## src/hdl/bpd_pkg.sv

```systemverilog
// ----------------------------------------------------------------------------
// bpd_pkg - shared types and constants
// Request and result records, sequencer states and divide-by-ten constants
// for the padded decimal formatter.
// ----------------------------------------------------------------------------
package bpd_pkg;

    localparam logic [7:0]  ASCII_ZERO  = 8'd48;
    // reciprocal of ten, scaled by 2^35; exact for every 32-bit dividend
    localparam logic [31:0] RECIP_TEN   = 32'hCCCC_CCCD;
    localparam int          RECIP_SHIFT = 35;

    typedef struct packed {
        logic [31:0] value;
        logic [3:0]  width;
        logic [7:0]  fill_char;
    } t_req;

    typedef struct packed {
        logic [3:0] position;
        logic [7:0] character;
        logic       last;
    } t_rsp;

    typedef enum logic [1:0] {
        S_IDLE,
        S_TERM,
        S_DIGIT,
        S_PAD
    } t_state;

    // sequencer to divide unit
    typedef struct packed {
        logic load;
        logic step;
    } t_div_ctl;

    // divide unit to sequencer
    typedef struct packed {
        logic [3:0] digit;
        logic       quot_zero;
    } t_div_sts;

endpackage

```

## src/hdl/bpd_div10.sv

```systemverilog
// ----------------------------------------------------------------------------
// bpd_div10 - shared divide-by-ten unit
// Holds the running value and its quotient by ten; each step shifts one
// decimal digit out, the remainder is formed from the registered pair.
// ----------------------------------------------------------------------------
module bpd_div10
    import bpd_pkg::*;
(
    input  logic        i_clk,
    input  logic [31:0] i_value,
    input  t_div_ctl    i_ctl,
    output t_div_sts    o_sts
);

    logic [31:0] r_v;
    logic [31:0] r_q;
    logic [31:0] mul_op;
    logic [63:0] prod;
    logic [31:0] quot;
    logic [3:0]  q_x8;
    logic [3:0]  q_x2;

    // one multiplier, fed either by a new value or by the last quotient
    assign mul_op = i_ctl.load ? i_value : r_q;
    assign prod   = mul_op * RECIP_TEN;
    assign quot   = 32'(prod >> RECIP_SHIFT);

    always_ff @(posedge i_clk) begin
        if (i_ctl.load || i_ctl.step) begin
            r_v <= mul_op;
            r_q <= quot;
        end
    end

    // remainder below ten, so the low four bits of v - 10q are enough
    assign q_x8 = {r_q[0], 3'b000};
    assign q_x2 = {r_q[2:0], 1'b0};

    assign o_sts.digit     = r_v[3:0] - q_x8 - q_x2;
    assign o_sts.quot_zero = (r_q == 32'd0);

endmodule

```

## src/hdl/bpd_seq.sv

```systemverilog
// ----------------------------------------------------------------------------
// bpd_seq - formatter sequencer
// Walks one request through terminator, digit and pad phases, one result
// per cycle, and steps the divide unit once per digit.
// ----------------------------------------------------------------------------
module bpd_seq
    import bpd_pkg::*;
#(
    parameter int MAX_WIDTH = 10
)
(
    input  logic     i_clk,
    input  logic     i_rst_n,
    input  logic     i_start,
    input  t_req     i_req,
    input  t_div_sts i_sts,
    output t_div_ctl o_ctl,
    output logic     o_busy,
    output logic     o_strobe,
    output t_rsp     o_rsp
);

    t_state     r_state, n_state;
    logic [3:0] r_left,  n_left;
    logic [7:0] r_pad,   n_pad;
    logic [3:0] w_sat;
    logic [3:0] left_dec;
    logic       more_digits;
    logic       more_pad;

    assign w_sat       = (int'(i_req.width) > MAX_WIDTH) ? 4'(MAX_WIDTH) : i_req.width;
    assign left_dec    = r_left - 4'd1;
    assign more_digits = !i_sts.quot_zero && (left_dec != 4'd0);
    assign more_pad    = (r_pad != 8'd0) && (left_dec != 4'd0);

    always_ff @(posedge i_clk) begin
        if (!i_rst_n) begin
            r_state <= S_IDLE;
        end else begin
            r_state <= n_state;
        end
        r_left <= n_left;
        r_pad  <= n_pad;
    end

    // next state
    always_comb begin
        n_state = r_state;
        n_left  = r_left;
        n_pad   = r_pad;
        unique case (r_state)
            S_IDLE: begin
                if (i_start) begin
                    n_state = S_TERM;
                    n_left  = w_sat;
                    n_pad   = i_req.fill_char;
                end
            end
            S_TERM: begin
                n_state = (r_left == 4'd0) ? S_IDLE : S_DIGIT;
            end
            S_DIGIT: begin
                n_left = left_dec;
                priority if (more_digits) begin
                    n_state = S_DIGIT;
                end else if (more_pad) begin
                    n_state = S_PAD;
                end else begin
                    n_state = S_IDLE;
                end
            end
            S_PAD: begin
                n_left = left_dec;
                if (left_dec == 4'd0) begin
                    n_state = S_IDLE;
                end
            end
            default: begin
                n_state = S_IDLE;
            end
        endcase
    end

    // outputs
    always_comb begin
        o_ctl.load      = 1'b0;
        o_ctl.step      = 1'b0;
        o_busy          = 1'b1;
        o_strobe        = 1'b1;
        o_rsp.position  = left_dec;
        o_rsp.character = 8'd0;
        o_rsp.last      = 1'b0;
        unique case (r_state)
            S_IDLE: begin
                o_busy     = 1'b0;
                o_strobe   = 1'b0;
                o_ctl.load = i_start;
            end
            S_TERM: begin
                o_rsp.position = r_left;
                o_rsp.last     = (r_left == 4'd0);
            end
            S_DIGIT: begin
                o_ctl.step      = 1'b1;
                o_rsp.character = ASCII_ZERO + {4'd0, i_sts.digit};
                o_rsp.last      = !more_digits && !more_pad;
            end
            S_PAD: begin
                o_rsp.character = r_pad;
                o_rsp.last      = (left_dec == 4'd0);
            end
            default: begin
                o_strobe = 1'b0;
            end
        endcase
    end

endmodule

```

## src/hdl/binary_to_padded_decimal.sv

```systemverilog
// ----------------------------------------------------------------------------
// binary_to_padded_decimal - right-aligned decimal ASCII formatter
// Turns a 32-bit unsigned value into right-aligned ASCII characters with
// their buffer positions, padded on the left when a pad character is given.
// ----------------------------------------------------------------------------
// usage: raise start with a request while busy is low. the block answers with
// one result per cycle on o_rsp, flagged by o_strobe for exactly one cycle;
// the receiver cannot hold results off, so it must take every strobed result.
// order is the terminator (0) at position width, then digits from the least
// significant one at width-1 downward (a zero value gives one '0'), then the
// pad character for the remaining left positions unless fill_char is zero.
// digits that do not fit are dropped, widths above MAX_WIDTH saturate, and a
// width of zero gives only the terminator. the final result has last set.
// a new request can be accepted only once the final result of the previous
// one has left. one divide-by-ten step per digit runs in a single shared
// reciprocal multiplier; its first quotient is registered when the request
// is accepted, and each digit is formed from the registered value and its
// quotient. busy is high from the cycle after acceptance through the last
// result.
// ----------------------------------------------------------------------------
module binary_to_padded_decimal
    import bpd_pkg::*;
#(
    parameter int MAX_WIDTH = 10
)
(
    input  logic i_clk,
    input  logic i_rst_n,
    input  logic start,
    output logic busy,
    input  t_req i_req,
    output logic o_strobe,
    output t_rsp o_rsp
);

    t_div_ctl div_ctl;   // load on accept, step per digit
    t_div_sts div_sts;   // current digit and end-of-value flag

    // sequencer: terminator, digit and pad phases
    bpd_seq #(
        .MAX_WIDTH (MAX_WIDTH)
    ) u_seq (
        .i_clk    (i_clk),
        .i_rst_n  (i_rst_n),
        .i_start  (start),
        .i_req    (i_req),
        .i_sts    (div_sts),
        .o_ctl    (div_ctl),
        .o_busy   (busy),
        .o_strobe (o_strobe),
        .o_rsp    (o_rsp)
    );

    // shared divide-by-ten unit holding the running value
    bpd_div10 u_div10 (
        .i_clk   (i_clk),
        .i_value (i_req.value),
        .i_ctl   (div_ctl),
        .o_sts   (div_sts)
    );

endmodule
```

## config.mk

```make
export PLATFORM = sky130hd
export DESIGN_NAME = binary_to_padded_decimal
export DESIGN_NICKNAME = d
export VERILOG_FILES = /design/src/hdl/bpd_pkg.sv /design/src/hdl/bpd_div10.sv /design/src/hdl/bpd_seq.sv /design/src/hdl/binary_to_padded_decimal.sv
export SDC_FILE = /design/constraint.sdc
export NUM_CORES = 1
export LEC_CHECK = 0
export ABC_AREA = 1
export BUFFER_PORTS_ARGS = -buffer_cell sky130_fd_sc_hd__buf_2
export CORE_ASPECT_RATIO = 0.9
export CORE_MARGIN = 4
export CORE_UTILIZATION = 55
export DETAILED_ROUTE_END_ITERATION = 6
export GPL_TIMING_DRIVEN = 0
export PLACE_DENSITY = 0.72
export SETUP_SLACK_MARGIN = 0.15
export SLEW_MARGIN = 20
export SYNTH_ARGS = -nofsm -noshare
export SYNTH_HDL_FRONTEND = slang
export SYNTH_SLANG_ARGS = --single-unit
```

## constraint.sdc

```tcl
create_clock -name i_clk -period 12.5 [get_ports i_clk]
set_input_delay 0.625 -clock i_clk [delete_from_list [all_inputs] [get_ports i_clk]]
set_output_delay 0.625 -clock i_clk [all_outputs]
set_load 0.01 [all_outputs]
```

* Word-level counts from Yosys, hierarchy flattened
Cells that the tools add are included.
** Word-level totals
- Bits in registers :: 47
- Bits of input ports :: 47
- Output and inout bits :: 15
** Operators by class
- Add/sub/neg operators :: 4
- Order comparisons :: 1
- Equality and inequality tests :: 5
- Multipliers :: 1
- Mux-type cells :: 16
- Reduce and logical (&&, ||, !) cells :: 18
** Operators by type and width (count)
- $mul A32 B32 Y64 const B :: 1
- $logic_not A32 Y1 :: 1
- $mux W32 :: 1
- $pmux W8 S2 :: 1
- $mux W4 :: 3
- $mux W2 :: 5
- $logic_not A4 Y1 :: 2
- $pmux W2 S4 :: 1
- $pmux W4 S2 :: 1
- $reduce_bool A8 Y1 :: 1
- $sub A4 B4 Y4 :: 2
- $add A6 B4 Y7 const A :: 1
- $reduce_and A2 Y1 :: 3
- $eq A2 B2 Y1 const B :: 2
- $gt A4 B4 Y1 const B :: 1
- $reduce_bool A4 Y1 :: 1
- $sub A4 B1 Y4 const B :: 1
- $logic_and A1 B1 Y1 :: 3
- $logic_not A1 Y1 :: 3
- $mux W1 :: 3
- $pmux W1 S3 :: 1
- $eq A2 B1 Y1 const B :: 1
- $logic_not A2 Y1 :: 1
- $ne A2 B1 Y1 const B :: 1
- other kinds (4) :: 4

* Longest topological paths before layout
- Depth in word-level cells :: 6
- Depth in mapped cells :: 37

* Modules after synthesis
A second synthesis with hierarchy kept.
** Unflattened totals
- Cell total of the unflattened synthesis :: 2466
- Area, all modules :: 20777.4 um2
** By module, submodules not included
- bpd_div10 :: seq. area each 991.0 um2, instances 1, cells an instance 2364, area an instance 19914.1 um2
- bpd_seq :: seq. area each 400.4 um2, instances 1, cells an instance 102, area an instance 863.3 um2

* Worst setup path after synthesis
No wires, ideal clock.
- Kind :: input to register
- From :: input port start
- To :: register u_div10.r_q[17], data pin
- Required time :: 12.248 ns
- Arrival :: 6.966 ns
- Slack :: 5.281 ns
- Stages on the path :: 29
- Setup time :: 0.252 ns
- Cell sequence :: nand2_4 > inv_2 > buf_4 > clkbuf_1 > o21ai_0 > ha_1 > inv_1 > fa_1 > inv_1 > fa_1 > inv_1 > fa_1 > inv_1 > fa_1 > fa_1 > fa_1 > inv_1 > fa_1 > inv_1 > ha_1 > a21oi_1 > o21ai_0 > a21o_1 > a21oi_1 > nor2_1 > nor3_1 > nand2_1 > nand2_1 > nand2_1
** Between the ends
- Word-level cells in the longest chain between the ends :: 3
** Ends and longest elaborated chain
- start, declared :: line binary_to_padded_decimal.sv:29 : input logic start,
- $mux W1 :: line bpd_seq.sv:93 : unique case (r_state)
- $mux W32 :: line bpd_div10.sv:24 : assign mul_op = i_ctl.load ? i_value : r_q;
- $mul A32 B32 Y64 :: line bpd_div10.sv:25 : assign prod = mul_op * RECIP_TEN;
- net u_div10.prod[52] :: line bpd_div10.sv:18 : logic [63:0] prod;
- end signal, assigned :: line bpd_div10.sv:31 : r_q <= quot;
- end, declared :: line bpd_div10.sv:16 : logic [31:0] r_q;
The timed path passes the listed nets, and every way through them passes these cells.
A chain may end at the register's enable or synchronous reset.

* Worst setup path after layout
- From :: register u_seq.r_state[0]
- To :: register u_div10.r_q[13], data pin
** Between the ends
- Word-level cells in the longest chain between the ends :: 4
** Ends and longest elaborated chain
- start, declared :: line bpd_seq.sv:23 : t_state r_state, n_state;
- start signal, assigned :: line bpd_seq.sv:40 : r_state <= n_state;
- $logic_not A2 Y1 :: line bpd_seq.sv:93
- $mux W1 :: line bpd_seq.sv:93
- $mux W32 :: line bpd_div10.sv:24
- $mul A32 B32 Y64 :: line bpd_div10.sv:25
- net u_div10.prod[48] :: line bpd_div10.sv:18
The timed path passes the listed nets, and every way through them passes these cells.

==> results_dict.tcl <==
set metrics [dict create \
    status "finished clean" \
    cpMostUsedCell "fa_1" \
    grt_max_degree 24 \
    layout_commonest_cell "inv_1" \
    hold_depth 1 \
    die-area_um2 40500 \
    maxSlewHeadroom_pct 24.9 \
    endpoint "u_div10.r_q[13]" \
    cp.arrival_ns 9.21 \
    place_congestion 1.02 \
    crit_path_start_kind "flip-flop" \
    wire_per_inst_um 23.4 \
    worstPathRequired_ns 12.56 \
    io_buffers 61 \
    synthCells 2361 \
    rsz0062_at_grt "false" \
    vias_per_cell 5.57 \
    clk_latency_ns 0.30 \
    dr.pass1.iters 6 \
    syn_area_um2 20500 \
    ys_warn_count 0 \
    syn_nets 3140 \
    routed_wl_um 67900 \
    maxCapViolCount 0 \
    end_kind "flip-flop" \
    die_h_um 191 \
    core-area_um2 36500 \
    finalCriticalPeriod_ns 9.16 \
    cts_sinks 47 \
    setup_viol 0 \
    hold_violations 0 \
    num_antenna_cells 0 \
    drc 0 \
    start_util_pct 56.2 \
    setup.worst_path.start "u_seq.r_state[0]" \
    path_class "reg2reg" \
    yosysTopAreaCell "fa_1" \
    drive_above_1_share_pct 4.40 \
    root_buffer "clkbuf_16" \
    area_delta_synth_final_pct 5.34 \
    antenna_found_initial 0 \
    nets 3209 \
    tightest_slew_ns 1.11 \
    first_global_vias 17301 \
    use_met2_pct 53.2 \
    grt_pass1_wl_um 103000 \
    ioPinCount 62 \
    crit_slowest_cell "fa_1" \
    ys_ff_latch 47 \
    avgSynthCellArea_um2 8.69 \
    clkTransAtPathRegs_ns 0.07 \
    cts_resized 0 \
    cp_max_fo 10 \
    drt-initial-drc-count 1472 \
    busiest_layer "met2" \
    tns_ns 0 \
    grt_use_total_pct 34.4 \
    tritoncts "built" \
    vias 16186 \
    post-route-period-util_pct 73.2 \
    synth-seq-area-share_pct 6.78 \
    die_x_um 212 \
    cts_setup_buffers 0 \
    synth_cell_types 46 \
    rrSetupSlack_ns 3.34 \
    report.final.slew_viol_count 0 \
    max_clock_freq_mhz 109 \
    met3_usage_pct 10.8 \
    slowest_delay_ns 0.61 \
    final_antenna_net_count 0 \
    cts_buffer_depth 2 \
    hold_class "in2reg" \
    htreeDepth 2 \
    netlist.area_leader.share_pct 37.6 \
    r2r_end "u_div10.r_q[13]" \
    synthTopCellsByArea "fa_1 38%, ha_1 21%, inv_1 13%, edfxtp_1 6.6%, nand2_1 5.5%" \
    overflow 0 \
    final_cell_mix "685 x inv_1, 385 x fa_1, 347 x ha_1" \
    worstRegToRegCells 31 \
    core.rowCount 66 \
    hpwl_um 62000 \
    r2r_start "u_seq.r_state[0]" \
    grt_util_met1_pct 48.1 \
    skew_ns 0.00648 \
    cts_buffers 5 \
    postCtsHoldBufs 0 \
]
==> synthesized netlist by cell type, drive strengths merged <==
library cell	count
clkinv	1
o21a	5
nand3b	1
nand2	314
nor4	12
nor2	141
o21bai	14
ha	347
buf	6
nor3	21
edfxtp	45
a31oi	9
o2111ai	1
a21boi	4
o21ai	88
fa	385
o221ai	1
o31ai	2
inv	688
xor2	55
a21o	14
a211oi	2
a22oi	1
or2	7
nand3	43
o22ai	4
nand4	9
xnor2	23
clkbuf	7
a31o	1
a21oi	104
dfxtp	2
o211ai	4
==> layer usage <==
layer | share of wire, % | up-vias
li1 | - | 7348
met1 | 42 | 8038
met2 | 44 | 724
met3 | 11 | 76
met4 | 2.3 | 0
met5 | 0 | -
==> worst max-delay path, delay by kind of cell (launching register included) <==
family                   cells  cell delay, ns
adder cells (fa/ha/maj)      9            4.64
AND/OR/NAND/NOR             11            1.66
buffers and inverters        9            1.62
AO/OA/AOI/OAI                2            0.54
flip-flops                   1            0.47
==> state kept, by name, indices dropped and copies added, names as in the netlist <==
name	cells
u_seq.r_pad	8
u_seq.r_left	4
u_div10.r_v	4
u_div10.r_q	29
u_seq.r_state	2
==> how the worst min path moves through the flow <==
stage	to	slack, ns	from
after detailed placement	u_seq.r_left[0]	0.66	u_seq.r_left[0]
after global routing	u_seq.r_pad[7]	0.49	i_req[7]
after CTS	u_seq.r_pad[6]	0.49	i_req[6]
after global placement	u_seq.r_state[0]	0.68	u_div10.r_q[4]
after floorplan	u_seq.r_state[0]	0.61	u_div10.r_q[14]
final	u_seq.r_pad[4]	0.50	i_req[4]
==> per-stage QoR <==
stage	utilization [%]	cells	instance area [um^2]	setup WS, ns	hold WS, ns
after floorplan	-	2361	20500	5.28	0.612
after global placement	58.7	2898	21400	3.00	0.676
after detailed placement	58.7	2899	21400	3.35	0.665
after CTS	59.2	2907	21600	3.53	0.494
after global routing	59.2	2907	21600	3.08	0.489
final	59.2	2907	21600	3.34	0.498
==> layout make-up <==
class | instances | area (um^2)
fill | 3387 | 14900
buffer | 13 | 68.8
timing repair buffer | 62 | 325
sequential | 47 | 1390
inverter | 689 | 2590
multi-input combinational | 1612 | 16500
clock inverter | 3 | 46.3
tap | 476 | 596
clock buffer | 5 | 125
==> kinds of logic after synthesis <==
family	Yosys count	synth area share [%]
xor+xnor	78	3.33
buf+inv	702	12.9
flops	47	6.78
simple gates	548	11.2
fa+ha+maj	732	58.7
compound gates	254	7.04
Power is not shown: default switching activity piles up to over one toggle a cycle in this logic, so the estimate is an artifact.
